`config.mk`:
```
export PLATFORM = sky130hd
export DESIGN_NAME = nibble_handshake_link
export DESIGN_NICKNAME = d
export VERILOG_FILES = /design/src/nhl_pkg.sv /design/src/nibble_handshake_link.sv /design/src/nhl_core.sv
export SDC_FILE = /design/constraint.sdc
export NUM_CORES = 1
export LEC_CHECK = 0
export ABC_AREA = 1
export BUFFER_PORTS_ARGS = -buffer_cell sky130_fd_sc_hd__buf_4
export CORE_MARGIN = 2
export CORE_UTILIZATION = 49
export CTS_BUF_LIST = sky130_fd_sc_hd__clkbuf_4 sky130_fd_sc_hd__clkbuf_8
export DETAILED_ROUTE_END_ITERATION = 8
export PLACE_DENSITY = 0.67
export SETUP_SLACK_MARGIN = 0.2
export SYNTH_ARGS = -nofsm -noshare
export SYNTH_HDL_FRONTEND = slang
export SYNTH_SLANG_ARGS = --single-unit
```
`constraint.sdc`:
```
create_clock -name clk_i -period 5.3 [get_ports clk_i]
set_clock_uncertainty 0.05 [all_clocks]
set_input_delay 0.265 -clock clk_i [delete_from_list [all_inputs] [get_ports clk_i]]
set_output_delay 0.265 -clock clk_i [all_outputs]
set_load 0.02 [all_outputs]
```
`src/nhl_pkg.sv`:
```
// Package for the nibble handshake link: item, result and config structs,
// command codes, phase encoding and reset constants.
// No dependencies.
package nhl_pkg;

  // Command codes carried in the input tuser field
  typedef enum logic [2:0] {
    OP_TICK    = 3'd0,
    OP_SEND    = 3'd1,
    OP_RECEIVE = 3'd2,
    OP_TO_RECV = 3'd3,
    OP_TO_SEND = 3'd4,
    OP_REQUEST = 3'd5
  } op_e;

  // Configuration register indexes
  localparam int unsigned CfgIdxW = 1;
  typedef enum logic [CfgIdxW-1:0] {
    CFG_TIMEOUT = 1'b0,
    CFG_SETTLE  = 1'b1
  } cfg_idx_e;

  localparam int unsigned TimeoutW = 24;
  localparam int unsigned SettleW  = 16;
  localparam int unsigned CfgDataW = 24;

  localparam logic [TimeoutW-1:0] TimeoutReset = 24'd2000000;
  localparam logic [SettleW-1:0]  SettleReset  = 16'd40;

  // Handshake phases, one-hot
  typedef enum logic [8:0] {
    PH_IDLE      = 9'b0_0000_0001,
    PH_SEND_LO   = 9'b0_0000_0010,
    PH_SEND_HI   = 9'b0_0000_0100,
    PH_RECV_LO   = 9'b0_0000_1000,
    PH_RECV_HI   = 9'b0_0001_0000,
    PH_SETTLE    = 9'b0_0010_0000,
    PH_TOSEND_LO = 9'b0_0100_0000,
    PH_REQ_HI    = 9'b0_1000_0000,
    PH_REQ_LO    = 9'b1_0000_0000
  } phase_e;

  typedef struct packed {
    logic [TimeoutW-1:0] timeout_ticks;
    logic [SettleW-1:0]  settle_ticks;
  } cfg_t;

  // One tick sample
  typedef struct packed {
    logic [2:0] operation;
    logic [7:0] byte_to_send;
    logic       ack_line;
    logic [3:0] data_lines;
  } item_t;

  // One result, state after the tick
  typedef struct packed {
    logic [3:0] data_drive;
    logic       drive_enable;
    logic       strobe_line;
    logic       request_line;
    logic [7:0] byte_received;
    logic       byte_valid;
    logic       op_done;
    logic       busy_res;
    logic       timeout_flag;
  } res_t;

endpackage

```
`src/nibble_handshake_link.sv`:
```
// Top level of the nibble handshake link: stream input register, config
// registers, the handshake core and the result register.
// Depends on nhl_pkg and nhl_core.
//
//  channel   | direction | contents
//  s_axis    | in        | one tick sample and optional command
//  m_axis    | out       | bus line levels and status after that tick
//  cfg       | in        | timeout_ticks (0), settle_ticks (1)
//
// One transaction in, one transaction out; a new tick is taken every cycle unless the output stalls.
// Each tick passes through the input register, then core logic into the result
// register. The core state advances only when the input register moves on.
// Reset: idle, strobe and request high, lines input, registers at defaults.
// An output stall holds the result register and backs up into the input.
module nibble_handshake_link (
  input  logic                         clk_i,
  input  logic                         rst_ni,
  input  logic                         s_axis_tvalid_i,
  output logic                         s_axis_tready_o,
  // [7:0] byte_to_send, [8] ack_line, [12:9] data_lines, [15:13] zero
  input  logic [15:0]                  s_axis_tdata_i,
  // [2:0] operation
  input  logic [2:0]                   s_axis_tuser_i,
  output logic                         m_axis_tvalid_o,
  input  logic                         m_axis_tready_i,
  // [3:0] data_drive, [4] drive_enable, [5] strobe_line, [6] request_line,
  // [14:7] byte_received, [15] byte_valid, [16] op_done, [17] busy_res,
  // [18] timeout_flag, [23:19] zero
  output logic [23:0]                  m_axis_tdata_o,
  input  logic                         cfg_we_i,
  input  logic [nhl_pkg::CfgIdxW-1:0]  cfg_idx_i,
  input  logic [nhl_pkg::CfgDataW-1:0] cfg_wdata_i
);
  import nhl_pkg::*;

  logic  in_valid_q;
  item_t in_q;
  logic  out_valid_q;
  res_t  out_q;
  cfg_t  cfg_q;
  res_t  res;
  logic  advance;

  assign advance         = in_valid_q && (!out_valid_q || m_axis_tready_i);
  assign s_axis_tready_o = !in_valid_q || advance;

  // Configuration registers
  always_ff @(posedge clk_i or negedge rst_ni) begin
    if (!rst_ni) begin
      cfg_q.timeout_ticks <= TimeoutReset;
      cfg_q.settle_ticks  <= SettleReset;
    end else if (cfg_we_i) begin
      case (cfg_idx_e'(cfg_idx_i))
        CFG_TIMEOUT: cfg_q.timeout_ticks <= cfg_wdata_i[TimeoutW-1:0];
        CFG_SETTLE:  cfg_q.settle_ticks  <= cfg_wdata_i[SettleW-1:0];
        default: ;
      endcase
    end
  end

  // Input register
  always_ff @(posedge clk_i or negedge rst_ni) begin
    if (!rst_ni) begin
      in_valid_q <= 1'b0;
    end else if (s_axis_tready_o) begin
      in_valid_q <= s_axis_tvalid_i;
    end
  end

  always_ff @(posedge clk_i) begin
    if (s_axis_tready_o && s_axis_tvalid_i) begin
      in_q.operation    <= s_axis_tuser_i;
      in_q.byte_to_send <= s_axis_tdata_i[7:0];
      in_q.ack_line     <= s_axis_tdata_i[8];
      in_q.data_lines   <= s_axis_tdata_i[12:9];
    end
  end

  nhl_core u_core (
    .clk_i  (clk_i),
    .rst_ni (rst_ni),
    .step_i (advance),
    .item_i (in_q),
    .cfg_i  (cfg_q),
    .res_o  (res)
  );

  // Result register
  always_ff @(posedge clk_i or negedge rst_ni) begin
    if (!rst_ni) begin
      out_valid_q <= 1'b0;
    end else if (!out_valid_q || m_axis_tready_i) begin
      out_valid_q <= in_valid_q;
    end
  end

  always_ff @(posedge clk_i) begin
    if (advance) out_q <= res;
  end

  assign m_axis_tvalid_o = out_valid_q;
  assign m_axis_tdata_o  = {5'd0, out_q.timeout_flag, out_q.busy_res, out_q.op_done,
                            out_q.byte_valid, out_q.byte_received, out_q.request_line,
                            out_q.strobe_line, out_q.drive_enable, out_q.data_drive};

endmodule

```
`src/nhl_core.sv`:
```
// Handshake state machine of the nibble link: bus state registers and the
// per-tick next-state logic. Depends on nhl_pkg.
module nhl_core (
  input  logic          clk_i,
  input  logic          rst_ni,
  input  logic          step_i,
  input  nhl_pkg::item_t item_i,
  input  nhl_pkg::cfg_t  cfg_i,
  output nhl_pkg::res_t  res_o
);
  import nhl_pkg::*;

  phase_e              phase_q, phase_d;
  logic [TimeoutW-1:0] wait_count_q, wait_count_d;
  logic [7:0]          shift_byte_q, shift_byte_d;
  logic [7:0]          pending_q, pending_d;
  logic [3:0]          drive_nibble_q, drive_nibble_d;
  logic                drive_on_q, drive_on_d;
  logic                strobe_q, strobe_d;
  logic                request_q, request_d;

  logic                valid, done, tout;
  logic                tmo_hit;
  logic [TimeoutW-1:0] wait_inc;

  assign tmo_hit  = wait_count_q >= cfg_i.timeout_ticks;
  assign wait_inc = wait_count_q + 24'd1;

  // Next state for one tick
  always_comb begin
    phase_d        = phase_q;
    wait_count_d   = wait_count_q;
    shift_byte_d   = shift_byte_q;
    pending_d      = pending_q;
    drive_nibble_d = drive_nibble_q;
    drive_on_d     = drive_on_q;
    strobe_d       = strobe_q;
    request_d      = request_q;
    valid          = 1'b0;
    done           = 1'b0;
    tout           = 1'b0;

    case (phase_q)
      PH_IDLE: begin
        wait_count_d = '0;
        case (item_i.operation)
          OP_SEND: begin
            pending_d = item_i.byte_to_send;
            phase_d   = PH_SEND_LO;
          end
          OP_RECEIVE: begin
            drive_on_d = 1'b0;
            strobe_d   = 1'b0;
            phase_d    = PH_RECV_LO;
          end
          OP_TO_RECV: begin
            drive_on_d = 1'b0;
            strobe_d   = 1'b1;
            phase_d    = PH_SETTLE;
          end
          OP_TO_SEND: phase_d = PH_TOSEND_LO;
          OP_REQUEST: phase_d = PH_REQ_HI;
          default: ;
        endcase
      end
      PH_SEND_LO: begin
        if (!item_i.ack_line) begin
          drive_nibble_d = pending_q[3:0];
          drive_on_d     = 1'b1;
          strobe_d       = 1'b0;
          wait_count_d   = '0;
          phase_d        = PH_SEND_HI;
        end else begin
          tout = tmo_hit;
        end
      end
      PH_SEND_HI: begin
        if (item_i.ack_line) begin
          drive_nibble_d = pending_q[7:4];
          drive_on_d     = 1'b1;
          strobe_d       = 1'b1;
          phase_d        = PH_IDLE;
          done           = 1'b1;
        end else begin
          tout = tmo_hit;
        end
      end
      PH_RECV_LO: begin
        if (!item_i.ack_line) begin
          shift_byte_d = {4'd0, item_i.data_lines};
          strobe_d     = 1'b1;
          wait_count_d = '0;
          phase_d      = PH_RECV_HI;
        end else begin
          tout = tmo_hit;
        end
      end
      PH_RECV_HI: begin
        if (item_i.ack_line) begin
          shift_byte_d = {item_i.data_lines, shift_byte_q[3:0]};
          phase_d      = PH_IDLE;
          valid        = 1'b1;
          done         = 1'b1;
        end else begin
          tout = tmo_hit;
        end
      end
      PH_SETTLE: begin
        if (wait_count_q >= {8'd0, cfg_i.settle_ticks}) begin
          phase_d = PH_IDLE;
          done    = 1'b1;
        end else begin
          wait_count_d = wait_inc;
        end
      end
      PH_TOSEND_LO: begin
        if (!item_i.ack_line) begin
          drive_on_d = 1'b1;
          strobe_d   = 1'b1;
          phase_d    = PH_IDLE;
          done       = 1'b1;
        end else begin
          tout = tmo_hit;
        end
      end
      PH_REQ_HI: begin
        if (item_i.ack_line) begin
          drive_on_d = 1'b0;
          strobe_d   = 1'b1;
          request_d  = 1'b0;
          phase_d    = PH_REQ_LO;
        end
      end
      PH_REQ_LO: begin
        if (!item_i.ack_line) begin
          strobe_d   = 1'b1;
          drive_on_d = 1'b0;
          request_d  = 1'b1;
          phase_d    = PH_IDLE;
          done       = 1'b1;
        end
      end
      default: begin
        strobe_d   = 1'b1;
        drive_on_d = 1'b0;
        request_d  = 1'b1;
        phase_d    = PH_IDLE;
      end
    endcase

    // unmet timed wait: give up or count
    case (phase_q)
      PH_SEND_LO, PH_SEND_HI, PH_RECV_LO, PH_RECV_HI, PH_TOSEND_LO: begin
        if (phase_d == phase_q) begin
          if (tmo_hit) begin
            strobe_d   = 1'b1;
            drive_on_d = 1'b0;
            request_d  = 1'b1;
            phase_d    = PH_IDLE;
          end else begin
            wait_count_d = wait_inc;
          end
        end
      end
      default: ;
    endcase

    if (phase_d == PH_IDLE) wait_count_d = '0;
  end

  // Result of this tick
  always_comb begin
    res_o.data_drive    = drive_nibble_d;
    res_o.drive_enable  = drive_on_d;
    res_o.strobe_line   = strobe_d;
    res_o.request_line  = request_d;
    res_o.byte_received = valid ? shift_byte_d : 8'd0;
    res_o.byte_valid    = valid;
    res_o.op_done       = done;
    res_o.busy_res      = (phase_d != PH_IDLE);
    res_o.timeout_flag  = tout;
  end

  // State registers, advanced once per tick
  always_ff @(posedge clk_i or negedge rst_ni) begin
    if (!rst_ni) begin
      phase_q        <= PH_IDLE;
      wait_count_q   <= '0;
      shift_byte_q   <= '0;
      pending_q      <= '0;
      drive_nibble_q <= '0;
      drive_on_q     <= 1'b0;
      strobe_q       <= 1'b1;
      request_q      <= 1'b1;
    end else if (step_i) begin
      phase_q        <= phase_d;
      wait_count_q   <= wait_count_d;
      shift_byte_q   <= shift_byte_d;
      pending_q      <= pending_d;
      drive_nibble_q <= drive_nibble_d;
      drive_on_q     <= drive_on_d;
      strobe_q       <= strobe_d;
      request_q      <= request_d;
    end
  end

  // Checks
  a_valid_done: assert property (@(posedge clk_i) disable iff (!rst_ni)
    step_i && res_o.byte_valid |-> res_o.op_done)
    else $error("byte_valid without op_done");

  a_tout_idle: assert property (@(posedge clk_i) disable iff (!rst_ni)
    step_i && res_o.timeout_flag |=> (phase_q == PH_IDLE) && (wait_count_q == '0))
    else $error("timeout did not return to idle");

  a_hold: assert property (@(posedge clk_i) disable iff (!rst_ni)
    !step_i |=> $stable(phase_q) && $stable(wait_count_q))
    else $error("state moved without a tick");

  a_req_nocount: assert property (@(posedge clk_i) disable iff (!rst_ni)
    (phase_q == PH_REQ_HI) || (phase_q == PH_REQ_LO) |-> wait_count_q == '0)
    else $error("request wait counted ticks");

  a_busy: assert property (@(posedge clk_i) disable iff (!rst_ni)
    step_i |=> (phase_q != PH_IDLE) == $past(res_o.busy_res))
    else $error("busy flag disagrees with phase");

endmodule
```
==> results.md <==
* Outcome: finished, final reports clean
* GRT overflow at 0
* Number of buffers and inverters on the critical path at 2
* Nets@finish at between 1000 and 1500
* Worst hold endpoint: cfg_q[29]$_DFFE_PN0P_
* DRT antenna net count at 0
* Area Growth Syn to Fin at 17.3%
* Synthesized flop and latch total at roughly 130
* # IOs at 75
* Clock transition at the registers of the reported paths at 0.08 ns
* Worst hold path startpoint: cfg_wdata_i[13]
* Worst-path cell chain: inv_1, nand2_1, inv_1, nor2_1, nand3_2, nand2_2, nand3_1, nand2_1, nand3_1, nand2_1
* RR Endpoint: u_core.wait_count_q[0]$_DFFE_PN0P_
* Distinct cells, synth at 46
* Critical R2R Launch: in_q[4]$_DFFE_PP_
* F_max at roughly 0.33 GHz
* CTS max path bufs at 2
* Fin. max-slew vios at 0
* Min-Delay Path Class: input port to flip-flop
* Top_reg_cell synth: dfrtp_1
* Post-synth EDFFs at 35
* Slew HR at approximately a quarter
* Number of global-route vias before repair at 6126
* Via count at 6663
* Routability congestion estimate at 0.936
* Hold path cells at 3
* Ant diodes at 0
* Drc violations at 0
* Critical-path maximum fanout at 25
* Overall Global Routing Usage at 22.0%
* Worst hold slack at 0.0270 ns
* Leakage at roughly 4.8 nW
* Initial DRC Count at around 480
* CP Data Arrival Time at 3.40 ns
* Setup slack, reg-to-reg at about 2.3 ns
* Nature of the critical path startpoint: flip-flop
* Worst reg2reg path depth at 10
* Fin crit period at between 3 and 4 ns
* Starting density of the core at 50.0%
* Top cell type's share of synthesized area at 25.9%
* CP max stage delay at approximately 0.90 ns
* Site row count at between 40 and 50
* Die height at 131 um
* Endpoints failing hold at 0
* VDD IR max at around 0.17 mV
* Sequential share of the synthesized area at 43.2%
* Antenna violations before repair at 0
* DRT Wirelength at 17400 um
* Core area at around 16000 um2
* IO buf count at 66
* Leading area contributor after synthesis: dfrtp_1
* Req. time, crit path at about 5.7 ns
* Share of cells above drive strength 1 at roughly 15%
* TritonCTS clock tree: yes
* Synth area leaders: dfrtp_1 (26%), nand2_1 (14%), edfxtp_1 (13%)
* Cell family with most CP delay: simple AND/OR/NAND/NOR gates
* Post-Synthesis Cells at between 1000 and 1500
* Most frequent cell after synthesis: nand2_1
* Asr flop ratio synth at around 73%
* Worst Max-Slew Pin Slew at around 1.1 ns
* First-pass GRT wire length at a little under 30000 um
* Die Footprint at between 15000 and 20000 um2
* Pwr Total at 0.00276 W
* Chip width at between 100 and 150 um
* Via-to-Cell Ratio at about 5
* Final Setup Violations at 0
* Final worst slack at 2.25 ns
* Place WS at between 2 and 2.5 ns
* WL per Instance at around 13 um
* Most common cell on crit path: nand2_1
* Class of the most critical setup path: flip-flop to flip-flop
* Post-CTS setup buffers at 0
* RSZ-0062 raised after global routing: false
* HPWL after DPL at 12000 um
* Pwr dens at 298 nW/um2
* Sink Count at between 100 and 150
* CTS root buffer: clkbuf_8
* CP Capture Type: flip-flop
* Syn Area/Cell at between 7 and 8 um2
* Yosys warning total at 0
* Num CTS Buffers at 17
* Post-layout util at between 50% and 60%
* Max-cap violations at 0
* Syn Std Cell Area at about 7900 um2
* Worst skew pair latency at 0.46 ns
* Post-route clock period utilization at a little under three fifths
* Largest net degree at the start of global routing at 75
* Setup TNS at 0 ns
* Htree depth at 4
* Slowest CP cell: edfxtp_1
* Most instantiated cells after synthesis: nand2_1 (288), inv_1 (142), dfrtp_1 (82)
* Initial DRT Pass Iterations at 5
-- layout by cell type, fill, tap and decap left out, drive strengths merged, types with 2 or more instances in the layout --
cell type	Yosys	routed
ha	42	42
conb	1	5
nand3b	4	4
dlygate4sd3	0	35
o21ai	65	65
inv	151	159
buf	19	69
nand4	26	26
o22ai	2	2
nor2	95	95
bufinv	0	2
nor4	3	3
edfxtp	35	35
nor3	10	10
o211ai	8	8
a31oi	2	2
nand3	79	79
a21o	2	2
o21bai	3	3
dfstp	12	12
clkinv	0	3
nand2	293	293
clkbuf	16	17
dfrtp	82	82
xor2	13	13
a21oi	36	36
mux2	8	8
xnor2	4	4
clkinvlp	0	2
-- where the power goes --
group | switching [W] | internal, W | leakage [nW]
Clock | 0.000443 | 0.000432 | 0.202
Combinational | 0.000422 | 0.000216 | 3.03
Sequential | 0.0000820 | 0.00117 | 1.54
Total | 0.000948 | 0.00182 | 4.77
-- worst reg2reg max path: stages (launching register included) --
cell	delay (ns)
edfxtp_1	0.90
inv_1	0.42
nand2_1	0.23
inv_1	0.06
nor2_1	0.12
nand3_2	0.31
nand2_2	0.51
nand3_1	0.14
nand2_1	0.10
nand3_1	0.07
nand2_1	0.10
-- per-layer routing --
| metal | vias up | wire, um | GRT usage, % | share of wire, % |
|---|---|---|---|---|
| li1 | 3470 | - | - | - |
| met1 | 3022 | 8440 | 31.4 | 49 |
| met2 | 146 | 7860 | 33.5 | 45 |
| met3 | 25 | 768 | 4.14 | 4.4 |
| met4 | 0 | 327 | 8.32 | 1.9 |
| met5 | - | 0 | 0 | 0 |
-- flip-flops by register name, summed over array words and instances, names as in the netlist --
name and count:
cfg_q 40, in_q 16, in_valid_q 1, m_axis_tdata_o 19, m_axis_tvalid_o 1, u_core.drive_nibble_q 4, u_core.drive_on_q 1, u_core.pending_q 8
u_core.phase_q 9, u_core.request_q 1, u_core.shift_byte_q 4, u_core.strobe_q 1, u_core.wait_count_q 24
-- logic make-up (layout without fill, tap and decap cells) --
kind of cell    count (synthesis)  after routing  synth area share [%]
flops                         129            129                  43.2
other cells                     1              5                0.0474
buf+inv                       186            287                  9.55
mux                             8              8                  1.14
xor+xnor                       17             17                  1.88
simple gates                  511            511                  28.9
compound gates                124            124                  8.60
fa+ha+maj                      42             42                  6.64
-- per-stage QoR --
stage / cell area, um2 / std cells
4_1_cts: 9280 / 1339
5_1_grt: 9280 / 1339
2_1_floorplan: 7930 / 1022
3_3_place_gp: 8520 / 1272
6_report: 9280 / 1339
3_5_place_dp: 8520 / 1272
-- worst max path at each step --
stage,end,cells past startpoint,start,slack [ns]
finish,u_core.wait_count_q[0]$_DFFE_PN0P_,10,in_q[4]$_DFFE_PP_,2.25
global route,u_core.wait_count_q[15]$_DFFE_PN0P_,10,in_q[4]$_DFFE_PP_,1.96
CTS,u_core.wait_count_q[23]$_DFFE_PN0P_,10,in_q[4]$_DFFE_PP_,2.31
detailed placement,u_core.wait_count_q[15]$_DFFE_PN0P_,10,in_q[4]$_DFFE_PP_,2.32
global placement,u_core.wait_count_q[0]$_DFFE_PN0P_,13,u_core.wait_count_q[15]$_DFFE_PN0P_,2.37
floorplan,u_core.wait_count_q[12]$_DFFE_PN0P_,13,cfg_q[31]$_DFFE_PN1P_,3.11
-- area by class of cell --
cell class / count / area [um2]
Multi-Input combinational cell: 707 / 3750
Inverter: 151 / 567
Tap cell: 216 / 270
Clock inverter: 15 / 173
Timing Repair Buffer: 104 / 868
Fill cell: 1471 / 6550
Clock buffer: 17 / 234
Sequential cell: 129 / 3420
-- what timing repair did --
item | in CTS | in global routing
hold buffers | 35 | 0
gates resized for setup | 0 | 0
endpoints found under the hold margin | 59 | 0
Power figures use the tool's default switching activity.
